$ cat src/design/cau_pkg.sv
`timescale 1ns / 1ps
package cau_pkg;

    // Operation codes.
    localparam logic [2:0] OP_ADD = 3'd0;
    localparam logic [2:0] OP_SUB = 3'd1;
    localparam logic [2:0] OP_MUL = 3'd2;
    localparam logic [2:0] OP_DIV = 3'd3;
    localparam logic [2:0] OP_MAG = 3'd4;

    // Status codes.
    localparam logic [1:0] ST_OK  = 2'd0;
    localparam logic [1:0] ST_SAT = 2'd1;
    localparam logic [1:0] ST_DBZ = 2'd2;

    // Quotient bits resolved by the divider, root steps of the square root unit.
    localparam int Q_BITS   = 17;
    localparam int SQ_STEPS = 17;
    // Register stages of the divider and of the square root unit.
    localparam int UNIT_LAT = 18;

    typedef struct packed {
        logic signed [15:0] val;
        logic               sat;
    } clamp_t;

    // Side data that travels beside the long units.
    typedef struct packed {
        logic [2:0]         kind;
        logic               dz;
        logic signed [15:0] rr;
        logic signed [15:0] ri;
        logic               sat;
    } side_t;

    function automatic clamp_t clamp16(input logic signed [33:0] v);
        clamp_t c;
        if (v > 34'sd32767) begin
            c.val = 16'sh7fff;
            c.sat = 1'b1;
        end else if (v < -34'sd32768) begin
            c.val = 16'sh8000;
            c.sat = 1'b1;
        end else begin
            c.val = v[15:0];
            c.sat = 1'b0;
        end
        return c;
    endfunction

endpackage

$ cat src/design/cau_div.sv
`timescale 1ns / 1ps
module cau_div import cau_pkg::*; #(
    parameter int FRAC_BITS = 8
) (
    input  logic               aclk,
    input  logic               en,
    input  logic signed [32:0] num,
    input  logic [31:0]        den,
    output logic [Q_BITS-1:0]  q,
    output logic               neg,
    output logic               ovf
);

    localparam int NW = 33 + FRAC_BITS;
    localparam int DW = 32 + Q_BITS;
    localparam int RW = (NW > DW) ? NW : DW;

    logic [RW-1:0]     rem_reg [Q_BITS+1];
    logic [31:0]       den_reg [Q_BITS+1];
    logic [Q_BITS-1:0] q_reg   [Q_BITS+1];
    logic              neg_reg [Q_BITS+1];
    logic              ovf_reg [Q_BITS+1];

    logic [31:0]   mag;
    logic [RW-1:0] dividend;

    // Setup stage: magnitude, scaling, half-divisor bias and overflow test.
    always_comb begin
        mag      = num[32] ? 32'(-num) : 32'(num);
        dividend = (RW'(mag) << FRAC_BITS) + RW'(den >> 1);
    end

    always_ff @(posedge aclk) begin
        if (en) begin
            rem_reg[0] <= dividend;
            den_reg[0] <= den;
            q_reg[0]   <= '0;
            neg_reg[0] <= num[32];
            ovf_reg[0] <= dividend >= (RW'(den) << Q_BITS);
        end
    end

    // One restoring step per stage, most significant quotient bit first.
    for (genvar k = 0; k < Q_BITS; k++) begin : g_step
        localparam int B = Q_BITS - 1 - k;
        logic [RW-1:0] trial;
        logic          fits;
        assign trial = RW'(den_reg[k]) << B;
        assign fits  = rem_reg[k] >= trial;
        always_ff @(posedge aclk) begin
            if (en) begin
                rem_reg[k+1] <= fits ? rem_reg[k] - trial : rem_reg[k];
                q_reg[k+1]   <= q_reg[k] | (Q_BITS'(fits) << B);
                den_reg[k+1] <= den_reg[k];
                neg_reg[k+1] <= neg_reg[k];
                ovf_reg[k+1] <= ovf_reg[k];
            end
        end
    end

    assign q   = q_reg[Q_BITS];
    assign neg = neg_reg[Q_BITS];
    assign ovf = ovf_reg[Q_BITS];

endmodule

$ cat config.mk
export PLATFORM = sky130hd
export DESIGN_NAME = cau_div
export DESIGN_NICKNAME = d
export VERILOG_FILES = /design/src/design/cau_pkg.sv /design/src/design/cau_div.sv
export SDC_FILE = /design/constraint.sdc
export NUM_CORES = 2
export LEC_CHECK = 0
export BUFFER_PORTS_ARGS = -buffer_cell sky130_fd_sc_hd__buf_2
export CAP_MARGIN = 25
export CORE_MARGIN = 3
export CORE_UTILIZATION = 45
export DETAILED_ROUTE_END_ITERATION = 10
export GPL_TIMING_DRIVEN = 0
export PLACE_DENSITY = 0.59
export SETUP_SLACK_MARGIN = 0.1
export SYNTH_ARGS = -nofsm -noshare
export SYNTH_HDL_FRONTEND = slang
export SYNTH_SLANG_ARGS = --single-unit
$ cat constraint.sdc
create_clock -name aclk -period 9.2 [get_ports aclk]
set_clock_uncertainty 0.05 [all_clocks]
set_input_delay 1.84 -clock aclk [delete_from_list [all_inputs] [get_ports aclk]]
set_output_delay 1.84 -clock aclk [all_outputs]
set_load 0.05 [all_outputs]
==> metrics.yaml <==
worstSetupStartpointType: "primary input"
status: "completed"
cts.clk_slew.worst_paths_ps: 60
rsz0062_at_grt: "no"
fmax_mhz: 117
ys.flop_type: "edfxtp_1"
cts_hold_buf: 0
grt_max_degree: 172
grt_usage_pct: 24.1
grt_pass1_vias: 61000
place_ws_ps: -283
yosysWarnings: 0
dp_hpwl_mm: 184
powerDensity_nw_per_um2: 299
syn_area_sq_um: 83700
post_cts_resized: 0
vias: 59800
drt-wirelength-per-cell_microns: 21.7
setup_tns_ps: 0
cts_buffers: 164
ir_drop_v: 0.000183
first_pass_iters: 6
crit_fanout: 10
grt_antenna_before_repair: 6
drive_gt1_share_pct: 5.76
final_common_cell: "edfxtp_1"
die_y_microns: 437
routed_via_density: 5.59
core_sq_um: 184000
final_nets: 8781
hold_viol_final: 0
die_x_microns: 437
final_core_util_pct: 50.4
cts_setup_buffers: 0
slew_headroom_pct: 18.6
finalPower_mw: 27.7
p_leak_nw: 36.6
synth-seq-cells: 1450
drv_slew: 0
drc: 0
worstSetupPathType: "in -> reg"
dr.first_iter.drc_count: 3957
cts_root_buf: "clkbuf_16"
syn_avg_cell_area_sq_um: 10.7
most-common-layout-cells: "edfxtp_1 (1,450), inv_1 (698), nand2_1 (685)"
fin_area_sq_um: 92800
ant_nets: 0
setup_viol: 0
synthesis.nets: 8510
routabilityCongestion: 0.984
cts_tree: "yes"
synth_edf_count: 1450
grt_pass1_wl_mm: 355
die-area_sq_um: 191000
wl_mm: 233
worst_pin_slew_ps: 1210
synthArstFlopShare_pct: 0
syn_to_final_growth_pct: 10.8
cts_max_path_buffers: 3
min_period_ps: 8580
period_share_pct: 93.2
end_kind: "register"
ioPinCount: 86
placed_area_sq_um: 87600
cts.sinks: 1450
num_rows: 157
layout_setup_ws_ps: 625
insertion_delay_ps: 800
h-tree-depth: 4
largest_reg_flops: 725
portBuffers: 85
grt_overflow: 0
seq_area_frac_synth_pct: 52.0
hold_class: "reg -> reg"
syn_inst: 7841
start_util_pct: 45.5
cp.required_ps: 9670
synth.distinct_cells: 89
max_cap_viol_count: 0
crit_arrival_ps: 9040
[synth_stat cells (all sizes together) (38+ instances only)]
master / instances / share of area [%]
inv: 702 / 3.1
nand2b: 106 / 0.80
o21bai: 73 / 0.65
o31ai: 68 / 0.62
a31oi: 71 / 0.53
xor2: 282 / 2.9
nand4: 128 / 0.96
a21o: 292 / 2.6
nor4: 87 / 0.68
xnor2: 325 / 3.4
nand3: 122 / 0.73
o21ai: 636 / 3.8
nor2: 452 / 2.0
clkbuf: 190 / 0.85
o211ai: 38 / 0.34
or3: 43 / 0.32
and3: 57 / 0.43
edfxtp: 1450 / 52
mux2: 53 / 0.71
a21oi: 645 / 3.9
o21a: 83 / 0.74
ha: 585 / 8.7
nor3: 115 / 0.69
a211oi: 47 / 0.44
nand2: 685 / 3.1
nor2b: 111 / 0.83
[power breakdown]
group / switching (mW) / internal, mW
combinational: 6.52 / 4.41
clock: 2.69 / 3.66
sequential: 1.08 / 9.37
[cell families after synthesis]
| family | Yosys count | synth area share [%] |
|---|---|---|
| AO/OA/AOI/OAI | 2137 | 15.6 |
| AND/OR/NAND/NOR | 2066 | 12.0 |
| flip-flops | 1450 | 52.0 |
| buffers and inverters | 918 | 4.15 |
| XOR/XNOR | 607 | 6.35 |
| adder cells (fa/ha/maj) | 602 | 9.15 |
| multiplexers | 61 | 0.808 |
[final cells by class]
cell class | count | area [sq um]
Antenna cell | 2 | 5.00
Buffer | 215 | 832
Clock buffer | 194 | 4320
Clock inverter | 105 | 865
Fill cell | 16600 | 91300
Inverter | 703 | 2640
Multi-Input combinational cell | 5473 | 36700
Sequential cell | 1450 | 43500
Tap cell | 2464 | 3080
Timing Repair Buffer | 105 | 772
[critical path, stage by stage]
cell and delay (ps):
buf_2 130, clkbuf_1 430, clkbuf_1 470, clkbuf_1 460, o41ai_1 190, xnor2_1 160
ha_1 380, nand2_1 60, o21ai_0 340, a221oi_1 200, o31ai_1 670, a221oi_1 250
nor3_1 480, and3_1 320, nor3b_1 580, ha_1 240, nand4_1 100, nor3_1 620
nand4_1 280, nor4_1 230, nand3b_1 280, o211ai_1 340
[per-stage QoR]
step	std cells	hold slack (ps)
global placement	10400	350
finish	10700	363
CTS	10700	364
detailed placement	10400	355
floorplan	7841	350
global route	10700	368
[path summary, 6_finish.rpt]
| path | from | endpoint | slack [ps] | cells past startpoint |
|---|---|---|---|---|
| worst max-delay path | num[32] | ovf_reg[0]$_DFFE_PP_ | 620 | 22 |
| worst min-delay path | q_reg[6][11]$_DFFE_PP_ | q_reg[7][11]$_DFFE_PP_ | 360 | 0 |
| worst max register to register | den_reg[8][21]$_DFFE_PP_ | rem_reg[9][37]$_DFFE_PP_ | 3390 | 14 |
| worst min register to register | q_reg[6][11]$_DFFE_PP_ | q_reg[7][11]$_DFFE_PP_ | 360 | 0 |
[routing by layer]
layer	up-vias	part of all wire [%]	global-route usage [%]
met5	-	0	0
met4	0	6.7	14.4
met3	568	3.8	3.10
met2	1508	52	44.9
met1	28400	38	25.9
li1	29300	-	-
Note: power is estimated with default switching activity, not from simulation.
