===== src/design/cau_pkg.sv =====
`timescale 1ns / 1ps
package cau_pkg;

    // Operation codes.
    localparam logic [2:0] OP_ADD = 3'd0;
    localparam logic [2:0] OP_SUB = 3'd1;
    localparam logic [2:0] OP_MUL = 3'd2;
    localparam logic [2:0] OP_DIV = 3'd3;
    localparam logic [2:0] OP_MAG = 3'd4;

    // Status codes.
    localparam logic [1:0] ST_OK  = 2'd0;
    localparam logic [1:0] ST_SAT = 2'd1;
    localparam logic [1:0] ST_DBZ = 2'd2;

    // Quotient bits resolved by the divider, root steps of the square root unit.
    localparam int Q_BITS   = 17;
    localparam int SQ_STEPS = 17;
    // Register stages of the divider and of the square root unit.
    localparam int UNIT_LAT = 18;

    typedef struct packed {
        logic signed [15:0] val;
        logic               sat;
    } clamp_t;

    // Side data that travels beside the long units.
    typedef struct packed {
        logic [2:0]         kind;
        logic               dz;
        logic signed [15:0] rr;
        logic signed [15:0] ri;
        logic               sat;
    } side_t;

    function automatic clamp_t clamp16(input logic signed [33:0] v);
        clamp_t c;
        if (v > 34'sd32767) begin
            c.val = 16'sh7fff;
            c.sat = 1'b1;
        end else if (v < -34'sd32768) begin
            c.val = 16'sh8000;
            c.sat = 1'b1;
        end else begin
            c.val = v[15:0];
            c.sat = 1'b0;
        end
        return c;
    endfunction

endpackage


===== src/design/cau_sqrt.sv =====
`timescale 1ns / 1ps
module cau_sqrt import cau_pkg::*; (
    input  logic        aclk,
    input  logic        en,
    input  logic [31:0] x,
    output logic [16:0] root
);

    logic [33:0] res_reg [SQ_STEPS+1];
    logic [33:0] rem_reg [SQ_STEPS+1];
    logic [16:0] root_reg;

    assign res_reg[0] = '0;
    assign rem_reg[0] = 34'(x);

    // Digit-by-digit root, one result bit per stage.
    for (genvar k = 0; k < SQ_STEPS; k++) begin : g_step
        localparam int SH = 2 * (SQ_STEPS - 1 - k);
        logic [33:0] bitv;
        logic [33:0] trial;
        assign bitv  = 34'd1 << SH;
        assign trial = res_reg[k] + bitv;
        always_ff @(posedge aclk) begin
            if (en) begin
                if (rem_reg[k] >= trial) begin
                    rem_reg[k+1] <= rem_reg[k] - trial;
                    res_reg[k+1] <= (res_reg[k] >> 1) + bitv;
                end else begin
                    rem_reg[k+1] <= rem_reg[k];
                    res_reg[k+1] <= res_reg[k] >> 1;
                end
            end
        end
    end

    // Round to nearest.
    always_ff @(posedge aclk) begin
        if (en) begin
            root_reg <= res_reg[SQ_STEPS][16:0]
                      + 17'(rem_reg[SQ_STEPS] > res_reg[SQ_STEPS]);
        end
    end

    assign root = root_reg;

endmodule

===== config.mk =====
export PLATFORM = sky130hd
export DESIGN_NAME = cau_sqrt
export DESIGN_NICKNAME = d
export VERILOG_FILES = /design/src/design/cau_pkg.sv /design/src/design/cau_sqrt.sv
export SDC_FILE = /design/constraint.sdc
export NUM_CORES = 1
export LEC_CHECK = 0
export ABC_AREA = 1
export BUFFER_PORTS_ARGS = -buffer_cell sky130_fd_sc_hd__buf_2
export CAP_MARGIN = 20
export CORE_ASPECT_RATIO = 1.1
export CORE_MARGIN = 4
export CORE_UTILIZATION = 35
export CTS_CLUSTER_DIAMETER = 30
export DETAILED_ROUTE_END_ITERATION = 16
export SYNTH_ARGS = -nofsm -noshare
export SYNTH_HDL_FRONTEND = slang
export SYNTH_SLANG_ARGS = --single-unit

===== constraint.sdc =====
create_clock -name aclk -period 2.7 [get_ports aclk]
set_input_delay 0.27 -clock aclk [delete_from_list [all_inputs] [get_ports aclk]]
set_output_delay 0.27 -clock aclk [all_outputs]
set_load 0.05 [all_outputs]

==> results of run 1 <==
==> worst max-delay path: stages, from the launching register on <==
cell,delay (ns)
edfxtp_1,0.35
inv_1,0.05
ha_1,0.29
nand4_1,0.20
nor3_2,0.20
nand3_1,0.10
nor2_1,0.10
nor2_1,0.05
nor2_1,0.15
ha_2,0.23
nand3_4,0.09
nor3_4,0.14
nand2_2,0.10
nor2_4,0.17
nand4_1,0.16
xor2_1,0.17
==> cell usage in the layout (no fill, tap or decap), types with 90 or more instances in the layout <==
master / instances
ha_1: 166
a21oi_1: 156
nor2_1: 434
nand3_1: 237
nand4_1: 97
buf_4: 104
inv_1: 612
o21ai_0: 90
clkbuf_16: 148
edfxtp_1: 728
xor2_1: 102
nand2_1: 1151
==> per-stage QoR <==
| step | hold slack, ns | setup slack, ns | instances |
|---|---|---|---|
| after global placement | 0.428 | -0.220 | 6012 |
| final | 0.226 | -0.0756 | 6328 |
| after global routing | 0.195 | -0.238 | 6328 |
| after detailed placement | 0.431 | -0.248 | 6012 |
| after floorplan | 0.369 | 0.0332 | 4366 |
| after CTS | 0.178 | -0.0875 | 6319 |
==> layer usage <==
layer	track usage [%]	part of all wire, %
met1	20.5	44
met2	28.5	49
met3	3.08	4.9
met4	5.27	2.5
met5	0	0
==> worst max path at each step <==
stage / to / cells past startpoint
after global routing: root[15] / 15
after CTS: root[15] / 14
after detailed placement: root[12] / 16
after floorplan: root[12] / 17
final: root[15] / 15
after global placement: root[12] / 16
==> power by group through the flow <==
stage / registers [mW] / logic, mW / clock network, mW
3_5_place_dp: 15.1 / 6.40 / 0
2_1_floorplan: 14.8 / 4.61 / 0
5_1_grt: 15.1 / 7.41 / 18.9
6_report: 14.9 / 6.53 / 17.9
4_1_cts: 15.0 / 6.50 / 18.2
3_3_place_gp: 15.1 / 6.37 / 0
==> what timing repair did <==
action,CTS,global route
hold buffers,33,0
endpoints found under the hold margin,69,0
pin swaps,4,16
endpoints found under the setup margin,8,59
gates cloned,0,2
gates resized for setup,17,19
setup buffers,7,7
==> layout make-up <==
cell class / instances / area [um^2]
Timing Repair Buffer: 206 / 1740
Sequential cell: 728 / 21900
Inverter: 670 / 2520
Clock inverter: 102 / 1290
Fill cell: 11000 / 65400
Clock buffer: 165 / 3770
Tap cell: 1518 / 1900
Multi-Input combinational cell: 2939 / 15900
==> kinds of logic after synthesis <==
logic type	count (synthesis)
AO/OA/AOI/OAI	395
XOR/XNOR	166
adder cells (fa/ha/maj)	170
buffers and inverters	701
flip-flops	728
AND/OR/NAND/NOR	2206
==> results.json, run 1 <==
{
  "outcome": "finished with violations",
  "violations": "negative setup slack",
  "avgSynthCellArea_um2": 9.25,
  "grt_pass1_wl_um": 158000,
  "first_iter_violations": 1979,
  "crit_arrival_ns": 3.25,
  "syn-num-nets": 4570,
  "yosys_warnings": 0,
  "fmax_mhz": 360,
  "clock_path_buffers": 3,
  "finalCritPeriodShare_pct": 103,
  "viasPerCell": 4.78,
  "rr_startpoint": "res_reg[8]",
  "numCtsBuffers": 148,
  "power_switching_mw": 11.4,
  "finalWorstPathRequiredPeriod_ns": 2.78,
  "internal_power_mw": 28.0,
  "async_flop_share_pct": 0,
  "h-tree-depth": 4,
  "clockPowerShare_pct": 45.5,
  "cap_violations": 0,
  "leakagePower_nw": 20.9,
  "insertion_delay_ns": 0.74,
  "hold_start": "x[4]",
  "die_x_um": 332,
  "ys_seq_elements": 728,
  "endpoint_kind": "flip-flop",
  "cp_max_fo": 3,
  "dieArea_um2": 121000,
  "tightest_slew_ns": 0.822,
  "gp_congestion": 0.919,
  "rsz0062_at_grt": "true",
  "antennaDiodeCount": 0,
  "synth_common_cells": "1153 x nand2_1, 728 x edfxtp_1, 616 x inv_1",
  "grt_usage_pct": 16.3,
  "worstSetupPathType": "reg2reg",
  "r2r_cells": 15,
  "area_growth_pct": 21.2,
  "rows": 130,
  "postLayoutCoreUtil_pct": 42.8,
  "port_buffers": 50,
  "grt_overflow_total": 0,
  "cts_sinks": 728,
  "synthAdderAreaFrac_pct": 5.27,
  "netlist_top_cells_area": "edfxtp_1 54%, nand2_1 11%, inv_1 5.7%",
  "antenna_found_initial": 0,
  "combinationalPowerShare_pct": 16.6,
  "synth.distinct_cells": 53,
  "drt_wl_total_um": 100000,
  "largest_reg_flops": 575,
  "vias": 30300,
  "setup_viol": 5,
  "grt_max_degree": 97,
  "synth_edf_count": 728,
  "min_path_cells": 2,
  "cts_tree": "done",
  "hp-class": "in2reg",
  "drt_first_pass_iters": 5,
  "route.detailed.drc": 0,
  "yosys.area_share.simple_pct": 23.9,
  "finalSetupTns_ns": -0.176,
  "synthXorXnorAreaFrac_pct": 3.60,
  "p_seq_share_pct": 37.9,
  "crit_required_ns": 3.18,
  "p_total_mw": 39.4,
  "power.share.switching_pct": 29.0,
  "layout-drive-gt1-share_pct": 14.6,
  "path_clk_slew_ns": 0.05,
  "final_area_um2": 48900,
  "whs_endpoint": "rem_reg[548]",
  "cp-startpoint": "res_reg[8]",
  "syn-cell-area_um2": 40400,
  "r2r_slack_ns": -0.08,
  "die_y_um": 364,
  "synthCells": 4366,
  "final_max_slew_viol_count": 0,
  "relSlewSlack_pct": 45.0,
  "synth_top_family_by_area": "simple AND/OR/NAND/NOR gates",
  "final_nets": 4897,
  "place_area_um2": 43200,
  "core_um2": 114000,
  "hpwlAfterDp_um": 78000,
  "grt_pass1_vias": 29600,
  "post_drt_wl_per_cell_um": 15.8,
  "synthMuxAreaShare_pct": 0,
  "initial_core_util_pct": 35.3,
  "yosysTopAreaCell": "edfxtp_1",
  "r2r-end": "root[15]",
  "start_kind": "flip-flop",
  "ys.flop_type": "edfxtp_1",
  "synth.most_common_cell": "nand2_1",
  "powerDensity_nw_per_um2": 805,
  "cts-root-buf": "clkbuf_16",
  "vdd_drop_max_v": 0.000623,
  "synth_seq_area_share_pct": 54.1,
  "io_pins": 51,
  "final.setup_skew_ns": 0.0531,
  "synth_top_area_share_pct": 54.1,
  "postRouteAntennaNets": 0,
  "hold_viol": 0,
  "synth-compound-area-share_pct": 6.02,
  "fin_ws_ns": -0.0756
}
Power figures use the tool's default switching activity.
==> run 2: changes to the inputs <==
--- a/config.mk
+++ b/config.mk
@@ -13,6 +13,9 @@
 export CORE_UTILIZATION = 35
 export CTS_CLUSTER_DIAMETER = 30
 export DETAILED_ROUTE_END_ITERATION = 16
+export SKIP_LAST_GASP = 1
+export SLEW_MARGIN = 5
 export SYNTH_ARGS = -nofsm -noshare
 export SYNTH_HDL_FRONTEND = slang
 export SYNTH_SLANG_ARGS = --single-unit
+export TNS_END_PERCENT = 1
==> run 2 against run 1 <==
- the flow still finishes with violations (negative setup slack)
- clock power is essentially flat
- clock skew is essentially flat
- final area shrank 0.34%
- clock-buffer cell count is the same
- largest cell class unchanged
==> results.json, run 2 (synthesis results as in run 1) <==
{
  "cp_max_fo": 3,
  "grt_pass1_wl_um": 158000,
  "final.setup_skew_ns": 0.0530,
  "r2r_cells": 14,
  "tightest_slew_ns": 0.882,
  "dieArea_um2": 121000,
  "core_um2": 114000,
  "rsz0062_at_grt": "true",
  "final_max_slew_viol_count": 0,
  "worst_hold_slack_ns": 0.227,
  "cts-root-buf": "clkbuf_16",
  "finalCritPeriodShare_pct": 103,
  "finalSetupTns_ns": -0.281,
  "fmax_mhz": 358,
  "hpwlAfterDp_um": 78000,
  "area_growth_pct": 20.8,
  "cap_violations": 0,
  "path_clk_slew_ns": 0.05,
  "first_iter_violations": 1998,
  "rr_startpoint": "rem_reg[9]",
  "postRouteAntennaNets": 0,
  "numCtsBuffers": 148,
  "powerDensity_nw_per_um2": 807,
  "largest_reg_flops": 575,
  "whs_endpoint": "rem_reg[548]",
  "gp_congestion": 0.919,
  "fin_ws_ns": -0.0936,
  "die_x_um": 332,
  "hold_start": "x[4]",
  "die_y_um": 364,
  "cp_common_cell": "nor2_1",
  "antennaDiodeCount": 0,
  "drt_first_pass_iters": 5,
  "critPathMaxStageDelay_ns": 0.40,
  "violations": "negative setup slack",
  "r2r-end": "root[15]",
  "min_path_cells": 2,
  "critPathTopFamily": "simple AND/OR/NAND/NOR gates",
  "endpoint_kind": "flip-flop",
  "viasPerCell": 4.77,
  "dpl.cell_count": 6012,
  "cts_tree": "done",
  "r2r_slack_ns": -0.09,
  "insertion_delay_ns": 0.74,
  "crit_required_ns": 3.18,
  "hold_viol": 0,
  "port_buffers": 50,
  "antenna_found_initial": 0,
  "postLayoutCoreUtil_pct": 42.7,
  "place_ws_ns": -0.248,
  "layout-drive-gt1-share_pct": 14.2,
  "initial_core_util_pct": 35.3,
  "grt_max_degree": 97,
  "worstSetupPathType": "reg2reg",
  "h-tree-depth": 4,
  "grt_pass1_vias": 29600,
  "vias": 30100,
  "path_buf_inv": 0,
  "drt_wl_total_um": 99700,
  "finalWorstPathRequiredPeriod_ns": 2.79,
  "cts_sinks": 728,
  "crit_chain": "ha_4 -> nand4_1 -> nor3_2 -> nand3_1 -> nor2_1 -> nor2_1 -> nor2_1 -> ha_2 -> nand3_4 -> nor3_4 -> nand2_2 -> nor2_4 -> nand4_1 -> xor2_1",
  "relSlewSlack_pct": 41.0,
  "crit_arrival_ns": 3.27,
  "layout_common_cells": "1151 x nand2_1, 728 x edfxtp_1, 615 x inv_1",
  "io_pins": 51,
  "vdd_drop_max_v": 0.000623,
  "post_drt_wl_per_cell_um": 15.8,
  "layout_commonest_cell": "nand2_1",
  "final_nets": 4884,
  "rows": 130,
  "route.detailed.drc": 0,
  "clock_path_buffers": 3,
  "grt_usage_pct": 16.3,
  "leakagePower_nw": 20.9,
  "slowest_stage": "edfxtp_1",
  "start_kind": "flip-flop",
  "hp-class": "in2reg",
  "grt_overflow_total": 0,
  "outcome": "finished with violations",
  "setup_viol": 5,
  "final_cells": 6315
}
==> run 2: worst max-delay path by stage <==
stage | startpoint | endpoint | depth (start not counted)
floorplan | res_reg[5] | root[12] | 17
global placement | res_reg[9] | root[12] | 16
detailed placement | res_reg[9] | root[12] | 16
CTS | res_reg[9] | root[14] | 15
global route | rem_reg[9] | root[14] | 14
finish | rem_reg[9] | root[15] | 14
==> run 2: report_power, final <==
group          total, mW  internal, mW  switching [mW]
registers           14.9          14.0           0.922
clock network       17.9          11.7            6.25
logic               6.51          2.29            4.21
total               39.4          28.0            11.4
==> run 2: cell type report <==
type                    count  area [um^2]
fillers                 11000        65600
flip-flops and latches    728        21900
multi-input cells        2937        15800
clock buffers             165         3770
inverters                 670         2520
well taps                1518         1900
repair buffers            195         1650
clock inverters           102         1290
==> run 2: what timing repair did <==
action / CTS / global route
buffers inserted: 2 / 1
pin swaps: 3 / 13
endpoints found under the setup margin: 8 / 60
hold endpoints to repair: 69 / 0
hold buffers: 33 / 0
gates resized for setup: 6 / 17
==> run 2: routing by layer <==
| metal | track usage (%) | part of all wire (%) | up-vias |
|---|---|---|---|
| li1 | - | - | 15200 |
| met1 | 20.5 | 44 | 14000 |
| met2 | 28.4 | 49 | 662 |
| met3 | 3.08 | 4.6 | 156 |
| met4 | 5.27 | 2.5 | 0 |
| met5 | 0 | 0 | - |
==> run 2: stage by stage <==
stage / total power [mW] / instance area [um^2]
after floorplan: 19.4 / 40400
after global routing: 41.4 / 48800
after global placement: 21.5 / 43200
final: 39.4 / 48800
after detailed placement: 21.5 / 43200
after CTS: 39.7 / 48700
